===== config.mk =====
export PLATFORM = sky130hd
export DESIGN_NAME = executable_segment_parser_core
export DESIGN_NICKNAME = d
export VERILOG_FILES = /design/src/hw/rtl/esp_pkg.sv /design/src/hw/rtl/esp_in_stage.sv /design/src/hw/rtl/esp_parser.sv /design/src/hw/rtl/esp_out_stage.sv /design/src/hw/rtl/executable_segment_parser_core.sv
export SDC_FILE = /design/constraint.sdc
export NUM_CORES = 1
export LEC_CHECK = 0
export BUFFER_PORTS_ARGS = -buffer_cell sky130_fd_sc_hd__buf_4
export CAP_MARGIN = 20
export CORE_MARGIN = 2
export CORE_UTILIZATION = 35
export DETAILED_ROUTE_END_ITERATION = 10
export PLACE_DENSITY = 0.47
export SYNTH_ARGS = -nofsm -noshare
export SYNTH_HDL_FRONTEND = slang
export SYNTH_SLANG_ARGS = --single-unit
export TNS_END_PERCENT = 1

===== constraint.sdc =====
create_clock -name clk -period 5.5 [get_ports clk]
set_clock_uncertainty 0.1 [all_clocks]
set_input_delay 0.275 -clock clk [delete_from_list [all_inputs] [get_ports clk]]
set_output_delay 0.275 -clock clk [all_outputs]
set_load 0.01 [all_outputs]

===== src/hw/rtl/esp_pkg.sv =====
package esp_pkg;

	// file offset counter width, also the width of data_offset
	localparam int OFFSET_BITS = 24;
	localparam int HDR_BITS    = 32;
	localparam int LEFT_BITS   = 17;

	localparam logic [OFFSET_BITS-1:0] POS_MAX = '1;
	localparam logic [7:0]             MARK_BYTE = 8'hFF;
	localparam logic [15:0]            MARK_WORD = 16'hFFFF;

	typedef enum logic [2:0] {
		ST_OK        = 3'd0,
		ST_TOO_SHORT = 3'd1,
		ST_BAD_MAGIC = 3'd2,
		ST_TRUNC_HDR = 3'd3,
		ST_BAD_RANGE = 3'd4,
		ST_TRUNC_SEG = 3'd5,
		ST_TOO_LONG  = 3'd6
	} status_t;

	typedef enum logic [2:0] {
		PH_BOUNDARY   = 3'b001,
		PH_AFTER_MARK = 3'b010,
		PH_DATA       = 3'b100
	} phase_t;

	typedef struct packed {
		logic [7:0] data_byte;
		logic       last_byte;
	} in_item_t;

	typedef struct packed {
		logic                   segment_found;
		logic [15:0]            seg_start;
		logic [15:0]            seg_end;
		logic [OFFSET_BITS-1:0] data_offset;
		logic                   stream_done;
		status_t                status;
	} result_t;

endpackage


===== src/hw/rtl/esp_in_stage.sv =====
module esp_in_stage (
	input  logic              clk,
	input  logic              arst_n,
	input  logic              in_valid,
	output logic              in_ready,
	input  esp_pkg::in_item_t in_item,
	input  logic              out_free,
	output logic              advance,
	output esp_pkg::in_item_t item_s1
);
	import esp_pkg::*;

	logic valid_s1;

	assign advance  = valid_s1 && out_free;
	assign in_ready = !valid_s1 || out_free;

	always_ff @(posedge clk or negedge arst_n) begin
		if (!arst_n) begin
			valid_s1 <= 1'b0;
		end else if (in_valid && in_ready) begin
			valid_s1 <= 1'b1;
		end else if (advance) begin
			valid_s1 <= 1'b0;
		end
	end

	always_ff @(posedge clk) begin
		if (in_valid && in_ready) begin
			item_s1 <= in_item;
		end
	end

endmodule


===== src/hw/rtl/esp_parser.sv =====
module esp_parser (
	input  logic              clk,
	input  logic              arst_n,
	input  logic              advance,
	input  esp_pkg::in_item_t item_s1,
	output logic              res_valid,
	output esp_pkg::result_t  res
);
	import esp_pkg::*;

	phase_t                 phase_q, phase_d;
	logic [1:0]             hcount_q, hcount_d;
	logic [HDR_BITS-1:0]    hbytes_q, hbytes_d;
	logic [LEFT_BITS-1:0]   left_q, left_d;
	logic [OFFSET_BITS-1:0] pos_q, pos_d;
	logic [OFFSET_BITS-1:0] segoff_q, segoff_d;
	status_t                err_q, err_d;

	logic [HDR_BITS-1:0]    hb_new;
	logic [15:0]            hstart, hend;
	logic [1:0]             hc_inc;
	logic                   seg;
	status_t                status;

	always_comb begin
		phase_d  = phase_q;
		hcount_d = hcount_q;
		hbytes_d = hbytes_q;
		left_d   = left_q;
		segoff_d = segoff_q;
		err_d    = err_q;
		seg      = 1'b0;
		status   = ST_OK;
		hb_new   = hbytes_q;
		hc_inc   = hcount_q + 2'd1;
		case (hcount_q)
			2'd0:    hb_new[7:0]   = hbytes_q[7:0]   | item_s1.data_byte;
			2'd1:    hb_new[15:8]  = hbytes_q[15:8]  | item_s1.data_byte;
			2'd2:    hb_new[23:16] = hbytes_q[23:16] | item_s1.data_byte;
			default: hb_new[31:24] = hbytes_q[31:24] | item_s1.data_byte;
		endcase
		hstart = hb_new[15:0];
		hend   = hb_new[31:16];

		// errors seen by this byte before any parsing
		if (pos_q == POS_MAX && err_d == ST_OK) begin
			err_d = ST_TOO_LONG;
		end
		if (pos_q < OFFSET_BITS'(2) && item_s1.data_byte != MARK_BYTE && err_d == ST_OK) begin
			err_d = ST_BAD_MAGIC;
		end

		if (err_d == ST_OK) begin
			if (phase_q == PH_DATA) begin
				left_d = left_q - LEFT_BITS'(1);
				if (left_d == '0) begin
					seg      = 1'b1;
					phase_d  = PH_BOUNDARY;
					hcount_d = 2'd0;
					hbytes_d = '0;
				end
			end else begin
				hbytes_d = hb_new;
				if (hcount_q == 2'd3) begin
					hcount_d = 2'd0;
					if (hend < hstart) begin
						err_d = ST_BAD_RANGE;
					end else begin
						left_d   = {1'b0, hend} - {1'b0, hstart} + LEFT_BITS'(1);
						segoff_d = pos_q + OFFSET_BITS'(1);
						phase_d  = PH_DATA;
					end
				end else begin
					hcount_d = hc_inc;
					// optional marker at a segment boundary
					if (phase_q == PH_BOUNDARY && hc_inc == 2'd2 && hb_new == HDR_BITS'(MARK_WORD)) begin
						hcount_d = 2'd0;
						hbytes_d = '0;
						phase_d  = PH_AFTER_MARK;
					end
				end
			end
		end

		pos_d = (pos_q == POS_MAX) ? pos_q : pos_q + OFFSET_BITS'(1);

		if (item_s1.last_byte) begin
			if (pos_q < OFFSET_BITS'(3)) begin
				status = ST_TOO_SHORT;
			end else if (err_d != ST_OK) begin
				status = err_d;
			end else if (phase_d == PH_DATA) begin
				status = ST_TRUNC_SEG;
			end else if (hcount_d != 2'd0) begin
				status = ST_TRUNC_HDR;
			end else begin
				status = ST_OK;
			end
		end

		res_valid         = seg || item_s1.last_byte;
		res.segment_found = seg;
		res.seg_start     = seg ? hbytes_q[15:0] : 16'd0;
		res.seg_end       = seg ? hbytes_q[31:16] : 16'd0;
		res.data_offset   = seg ? segoff_q : '0;
		res.stream_done   = item_s1.last_byte;
		res.status        = status;
	end

	always_ff @(posedge clk or negedge arst_n) begin
		if (!arst_n) begin
			phase_q  <= PH_BOUNDARY;
			hcount_q <= 2'd0;
			hbytes_q <= '0;
			left_q   <= '0;
			pos_q    <= '0;
			segoff_q <= '0;
			err_q    <= ST_OK;
		end else if (advance) begin
			if (item_s1.last_byte) begin
				// end of file, back to the reset state for the next one
				phase_q  <= PH_BOUNDARY;
				hcount_q <= 2'd0;
				hbytes_q <= '0;
				left_q   <= '0;
				pos_q    <= '0;
				segoff_q <= '0;
				err_q    <= ST_OK;
			end else begin
				phase_q  <= phase_d;
				hcount_q <= hcount_d;
				hbytes_q <= hbytes_d;
				left_q   <= left_d;
				pos_q    <= pos_d;
				segoff_q <= segoff_d;
				err_q    <= err_d;
			end
		end
	end

endmodule


===== src/hw/rtl/esp_out_stage.sv =====
module esp_out_stage (
	input  logic             clk,
	input  logic             arst_n,
	input  logic             advance,
	input  logic             res_valid,
	input  esp_pkg::result_t res,
	output logic             out_free,
	output logic             out_valid,
	input  logic             out_ready,
	output esp_pkg::result_t res_s2
);
	import esp_pkg::*;

	logic valid_s2;

	assign out_free  = !valid_s2 || out_ready;
	assign out_valid = valid_s2;

	always_ff @(posedge clk or negedge arst_n) begin
		if (!arst_n) begin
			valid_s2 <= 1'b0;
		end else if (advance) begin
			valid_s2 <= res_valid;
		end else if (out_ready) begin
			valid_s2 <= 1'b0;
		end
	end

	always_ff @(posedge clk) begin
		if (advance && res_valid) begin
			res_s2 <= res;
		end
	end

endmodule


===== src/hw/rtl/executable_segment_parser_core.sv =====
// executable segment parser core
// input channel (s_*): one file byte per word in s_tdata[7:0], s_tlast on the
// final byte of the file. output channel (m_*): one result word whenever a
// segment's last data byte arrives or the file ends.
// m_tuser flags a completed segment, m_tlast marks the result for the final
// byte, which carries the status code in m_tdata[58:56].
// a byte is first captured in an input register, then parsed and written to
// the result register once that register is free; m_tvalid rises when the
// result register takes a result word.
// throughput is one byte per cycle unless a stalled result word blocks the
// result register; the parse step between the two registers is a single pass per byte.
// when the receiver stalls, the result register holds its word and the
// input register still takes one more byte; s_tready drops only once both
// are full.
// arst_n clears both valid flags and all parser state; the parser also
// returns to its reset state after the final byte of each file.
module executable_segment_parser_core (
	input  logic        clk,
	input  logic        arst_n,
	input  logic        s_tvalid,
	output logic        s_tready,
	input  logic [7:0]  s_tdata,   // data_byte
	input  logic        s_tlast,   // last_byte
	output logic        m_tvalid,
	input  logic        m_tready,
	output logic [63:0] m_tdata,   // seg_start, seg_end, data_offset, status, zero pad
	output logic        m_tuser,   // segment_found
	output logic        m_tlast    // stream_done
);
	import esp_pkg::*;

	in_item_t in_item, item_s1;
	result_t  res, res_s2;
	logic     advance, out_free, res_valid;

	assign in_item.data_byte = s_tdata;
	assign in_item.last_byte = s_tlast;

	// input register
	esp_in_stage u_in (
		.clk      (clk),
		.arst_n   (arst_n),
		.in_valid (s_tvalid),
		.in_ready (s_tready),
		.in_item  (in_item),
		.out_free (out_free),
		.advance  (advance),
		.item_s1  (item_s1)
	);

	// parser state and per-byte decision
	esp_parser u_parse (
		.clk       (clk),
		.arst_n    (arst_n),
		.advance   (advance),
		.item_s1   (item_s1),
		.res_valid (res_valid),
		.res       (res)
	);

	// result register
	esp_out_stage u_out (
		.clk       (clk),
		.arst_n    (arst_n),
		.advance   (advance),
		.res_valid (res_valid),
		.res       (res),
		.out_free  (out_free),
		.out_valid (m_tvalid),
		.out_ready (m_tready),
		.res_s2    (res_s2)
	);

	// pack result word, highest field first
	assign m_tdata = {5'd0, res_s2.status, res_s2.data_offset, res_s2.seg_end, res_s2.seg_start};
	assign m_tuser = res_s2.segment_found;
	assign m_tlast = res_s2.stream_done;

endmodule


== Word-level counts from Yosys, hierarchy flattened ==
Cells that the tools add are included.
Cells by class
  add/sub/neg operators: 5
  order comparisons: 3
  equal/unequal tests: 15
  muxes and demuxes: 53
  bitwise operators: 5
  reductions and logical operators: 31
Operator list (number)
  32-bit 2-to-1 mux: 6
  24-bit 2-to-1 mux: 7
  17-bit 2-to-1 mux: 5
  24-bit by 2-bit < comparator with 1-bit output, second input constant: 2
  3-bit 2-to-1 mux: 16
  32-bit by 16-bit == test with 1-bit output, second input constant: 1
  8-bit 2-to-1 mux: 4
  8-bit bitwise OR: 4
  24-bit by 1-bit adder with 24-bit output, second input constant: 1
  24-bit == test, second input constant: 1
  17-bit by 1-bit adder with 17-bit output, second input constant: 1
  17-bit logical NOT: 1
  16-bit by 16-bit subtractor with 17-bit output: 1
  17-bit by 1-bit subtractor with 17-bit output, second input constant: 1
  16-bit < comparator: 1
  2-bit 2-to-1 mux: 7
  2-bit nonzero test: 5
  3-bit logical NOT: 3
  1-bit logical AND: 8
  1-bit 2-to-1 mux: 8
  8-bit != test, second input constant: 1
  2-bit == test, second input constant: 3
  3-bit == test, second input constant: 2
  2-bit != test, second input constant: 3
  other kinds (16): 20
Storage, ports and cells
  register bits after elaboration: 177
  bits of input ports: 13
  word-level logic and storage cells: 130

== Logic depth before layout (Yosys ltp) ==
  word-level depth: 14
  mapped depth: 15

== By module ==
A second synthesis with hierarchy kept.
Unflattened totals
  cell total of the unflattened synthesis: 957
  area total of the unflattened synthesis: 9771.9 sq um
By module, submodules not included
  esp_parser: times used 1, cells an instance 872, area an instance 7513.5 sq um, seq. area each 2628.8 sq um
  esp_out_stage: times used 1, cells an instance 65, area an instance 1886.8 sq um, seq. area each 1856.8 sq um
  esp_in_stage: times used 1, cells an instance 14, area an instance 330.3 sq um, seq. area each 295.3 sq um
  executable_segment_parser_core: times used 1, cells an instance 6, area an instance 41.3 sq um, seq. area each 0.0 sq um

== Worst setup path before layout ==
No wires, ideal clock.
  path type: register to register
  start: register u_parse.pos_q[0]
  end: register u_out.res_s2[0] (netlist name)
  arrival: 3643 ps
  setup slack: 1332 ps
  cell stages (with the launch flop): 11
  buffers on the path: 3
  cell sequence: dfrtp_1 -> ha_1 -> nand3_2 -> or3_1 -> buf_4 -> o31ai_4 -> or3_1 -> buf_4 -> nor4_4 -> buf_2 -> o21a_1
On the way
  longest elaborated chain between the ends: 10
RTL lines
  start: declaration: line esp_parser.sv:15  | logic [OFFSET_BITS-1:0] pos_q, pos_d;
  start signal: assignment: line esp_parser.sv:134  | pos_q <= pos_d;
  parallel branches: the longest is 5 deep, another holds 24-bit by 2-bit < comparator with 1-bit output
  3-bit 2-to-1 mux (*): line esp_parser.sv:49  | if (pos_q < OFFSET_BITS'(2) && item_s1.data_byte != MARK_BYTE && err_d == ST_OK) begin
  3-bit logical NOT (*): line esp_parser.sv:53  | if (err_d == ST_OK) begin
  1-bit 2-to-1 mux (*): line esp_parser.sv:53
  1-bit logical OR (*): line esp_parser.sv:101  | res_valid = seg || item_s1.last_byte;
  1-bit logical AND (*): line esp_out_stage.sv:30  | if (advance && res_valid) begin
Mark *: on every way between the ends.
A chain may end at the register's enable or synchronous reset.

== Worst setup path after layout ==
  start: register u_parse.hcount_q[0]
  end: register u_parse.left_q[15]
On the way
  longest elaborated chain between the ends: 10
RTL lines
  start: declaration: line esp_parser.sv:12  | logic [1:0] hcount_q, hcount_d;
  start signal: assignment: line esp_parser.sv:131  | hcount_q <= hcount_d;
  2-bit by 1-bit == test with 1-bit output, or another cell as far along: line esp_parser.sv:36  | case (hcount_q)
  3-bit OR reduction (no source line)
  8-bit 2-to-1 mux: line esp_parser.sv:36
  16-bit by 16-bit subtractor with 17-bit output: line esp_parser.sv:69  | left_d = {1'b0, hend} - {1'b0, hstart} + LEFT_BITS'(1);
  17-bit by 1-bit adder with 17-bit output: line esp_parser.sv:69
  17-bit 2-to-1 mux: line esp_parser.sv:66  | if (hend < hstart) begin
  17-bit 2-to-1 mux: line esp_parser.sv:64  | if (hcount_q == 2'd3) begin
  17-bit 2-to-1 mux: line esp_parser.sv:54  | if (phase_q == PH_DATA) begin
  17-bit 2-to-1 mux: line esp_parser.sv:53
  17-bit 2-to-1 mux: line esp_parser.sv:120  | if (item_s1.last_byte) begin
  end signal: assignment: line esp_parser.sv:133  | left_q <= left_d;
  end: declaration: line esp_parser.sv:14  | logic [LEFT_BITS-1:0] left_q, left_d;
Parallel ways exist; a longest one is shown, timed or not. The select of a mux whose other input is x is not followed.

==> impl_metrics.ini <==
[finish]
utilization_pct = 41.0
syn_to_final_growth_pct = 14.6
layout_common_cells = 106 x dfrtp_1, 89 x a21oi_1, 89 x nor2_1
nNetsFinal = 1135
fill_cells = 2870
final_layout_size_suffix_gt1_share_pct = 16.7
final-instance-count-excl-fill = 1471
layout_commonest_cell = dfrtp_1

[pwr]
powerDensity_nw_per_um2 = 351
peakVddDrop_mv = 0.156
p_leak_nw = 5.00

[hold_path]
min_path_cells = 3
hp-start = m_tready
holdPathEnd = u_in.valid_s1$_DFFE_PN0P_
hold_path_class = input pin to register

[synthesis]
syn_inst = 1024
synth_flop_cell = dfrtp_1
yosys_register_bits = 177
netlist.top_cell.by_area = dfrtp_1
avgSynthCellArea_sq_um = 10.1
yosysSeqAreaShare_pct = 46.3
async_flop_share_pct = 60.5
synth.distinct_cells = 82
synthTopCellsByArea = dfrtp_1 26%, edfxtp_1 20%, ha_1 5.0%, a21oi_1 4.3%, and2_1 3.8%
yosys_warnings = 0
synth-edff-count = 70
syn_area_sq_um = 10300
synth.top_cell.area_share_pct = 25.7

[timing]
fmax_ghz = 0.225
setup-violations-final = 0
worstMarginPinSlew_ns = 0.994
rsz0062_at_grt = false
drv_slew = 0
setup_tns_ns = 0
period_needed_ns = 4.45
timing.final.crit_share_pct = 80.8
maxSlewHeadroom_pct = 33.7
finalHoldViolCount = 0

[worst_setup_path]
r2r_slack_ns = 1.05
path_cells = inv_1 -> ha_1 -> a21oi_1 -> inv_1 -> ha_1 -> inv_1 -> ha_1 -> fa_1 -> a21oi_1 -> o211ai_1 -> a311oi_1 -> nor4b_1 -> a2111oi_0 -> xor2_1 -> o211ai_1
cpPeakStageDelay_ns = 0.47
critPathKind = register to register
critPathArrivalTime_ns = 4.66
r2r_start = u_parse.hcount_q[0]$_DFFE_PN0P_
cp_data_required_time_ns = 5.71
end_kind = register
critical_path.max_fanout = 15
worst_r2r_endpoint = u_parse.left_q[15]$_DFFE_PN0P_
start_kind = register
crit_slowest_cell = a311oi_1
r2r_cells = 15

[grt]
grt_max_degree = 67
grt_pass1_wl_um = 46900
grt_pass1_vias = 8193
antenna_found_initial = 1
grt_usage_pct = 19.4
grt_overflow_total = 0

[floorplan]
fp.dieW_um = 176
die_y_um = 176
rows = 62
die_area_sq_um = 30900
core_sq_um = 28900
initial_core_util_pct = 35.8
io_pins = 81

[clocking]
htree_levels = 4
cts_tree = built
clk_latency_ns = 0.44
cts.clk_slew.worst_paths_ns = 0.08
cts_buffers = 17
cts_setup_buffers = 0
cts_sinks = 177
cts_buffer_depth = 2
cts_root_buf = clkbuf_16

[drt]
via_per_inst = 5.49
dr.pass1.iters = 5
routedWlPerCell_um = 19.8
drt.antenna.violating_nets = 0
drt_wl_total_um = 29200
drt_iter0_drc = 556
remaining_drc_errors = 0
via_count = 8075

[flow_run]
maxCapViolCount = 0

[place]
io_buffers = 75
dp_hpwl_um = 19800
dp.cells = 1427
gp_congestion = 0.835

[outcome]
status = finished clean
[how the worst max path moves through the flow]
stage                               startpoint                        endpoint  slack [ns]  cells past startpoint
2_1_floorplan     u_parse.pos_q[0]$_DFFE_PN0P_   u_out.res_s2[0]$_SDFFCE_PN0P_        1.33                     10
3_3_place_gp   u_parse.hcount_q[0]$_DFFE_PN0P_  u_parse.left_q[15]$_DFFE_PN0P_        1.28                     15
3_5_place_dp   u_parse.hcount_q[0]$_DFFE_PN0P_  u_parse.left_q[15]$_DFFE_PN0P_        1.16                     15
4_1_cts        u_parse.hcount_q[0]$_DFFE_PN0P_  u_parse.left_q[15]$_DFFE_PN0P_        1.13                     15
5_1_grt        u_parse.hcount_q[0]$_DFFE_PN0P_  u_parse.left_q[15]$_DFFE_PN0P_        0.74                     15
6_report       u_parse.hcount_q[0]$_DFFE_PN0P_  u_parse.left_q[15]$_DFFE_PN0P_        1.05                     15
[what timing repair did]
| action | in CTS | in global routing |
|---|---|---|
| resized for setup | 0 | 0 |
| hold buffers | 11 | 0 |
| hold endpoints to repair | 74 | 0 |
[per-layer routing]
metal	part of all wire, %	GRT usage (%)	vias up	routed length [um]
li1	-	-	3828	-
met1	45	25.4	3990	13000
met2	50	33.2	219	14600
met3	3.6	2.71	38	1060
met4	1.9	6.27	0	569
met5	0	0	-	0
[registers in the layout, summed over array words and instances, names as in the netlist]
signal / count
u_out.res_s2: 61
u_parse.hbytes_q: 32
u_parse.pos_q: 24
u_parse.segoff_q: 24
u_parse.left_q: 17
u_in.item_s1: 9
u_parse.err_q: 3
u_parse.phase_q: 3
u_parse.hcount_q: 2
u_in.valid_s1: 1
u_out.out_valid: 1
[final cells by class]
class                   instances  area (sq um)  area share (%)
multi-input cells             732          5020            42.5
flip-flops and latches        177          4780            40.4
clock buffers                  18           439            3.71
well taps                     384           480            4.06
clock inverters                14           155            1.31
diodes                          1          2.50          0.0212
inverters                      46           173            1.46
repair buffers                 99           774            6.55
[critical path, delay by kind of cell, from the launching register on]
family | cells | cell delay, ns
buf+inv | 3 | 0.24
simple gates | 1 | 0.10
xor+xnor | 1 | 0.20
compound gates | 6 | 1.87
flops | 1 | 0.43
fa+ha+maj | 4 | 1.37
[power breakdown]
group / total (mW) / leakage, nW / switching, mW / internal, mW
combinational: 1.29 / 2.56 / 0.816 / 0.475
sequential: 1.61 / 2.15 / 0.136 / 1.48
clock: 1.25 / 0.294 / 0.620 / 0.626
total: 4.15 / 5.00 / 1.57 / 2.58
[logic make-up after synthesis]
logic type                 share of synthesized area (%)
AOI/OAI and AO/OA                                   17.2
xor gates and xnor gates                            2.72
adders and majority gates                           6.52
buffers and inverters                               5.35
DFF                                                 46.3
muxes                                               3.06
other                                             0.0363
and+or+nand+nor                                     18.8
[cell usage after synthesis, drive strengths merged (6+ instances only)]
| cell type | number |
|---|---|
| xor2 | 15 |
| o22ai | 13 |
| buf | 39 |
| and3 | 12 |
| nor4 | 26 |
| a221oi | 17 |
| a31oi | 9 |
| fa | 8 |
| o21ai | 47 |
| and2 | 62 |
| or3 | 7 |
| o31ai | 16 |
| a21o | 6 |
| nand4 | 12 |
| inv | 46 |
| nand3 | 19 |
| ha | 41 |
| dfrtp | 106 |
| nor3 | 31 |
| nor2 | 89 |
| mux2 | 28 |
| or4 | 6 |
| nand2b | 18 |
| clkbuf | 34 |
| nand2 | 46 |
| o211ai | 7 |
| a211oi | 6 |
| xnor2 | 17 |
| or2 | 6 |
| a21oi | 90 |
| o2bb2ai | 17 |
| edfxtp | 70 |
[per-stage QoR]
step | power (mW) | hold slack, ns | instance area (sq um) | worst slack (ns)
after floorplan | 2.50 | -0.121 | 10300 | 1.33
after global placement | 2.93 | 0.354 | 11100 | 1.28
after detailed placement | 2.92 | 0.357 | 11100 | 1.16
after CTS | 4.19 | 0.0311 | 11800 | 1.13
after global routing | 4.40 | 0.0592 | 11800 | 0.740
final | 4.15 | 0.0402 | 11800 | 1.05
Power figures use the tool's default switching activity.
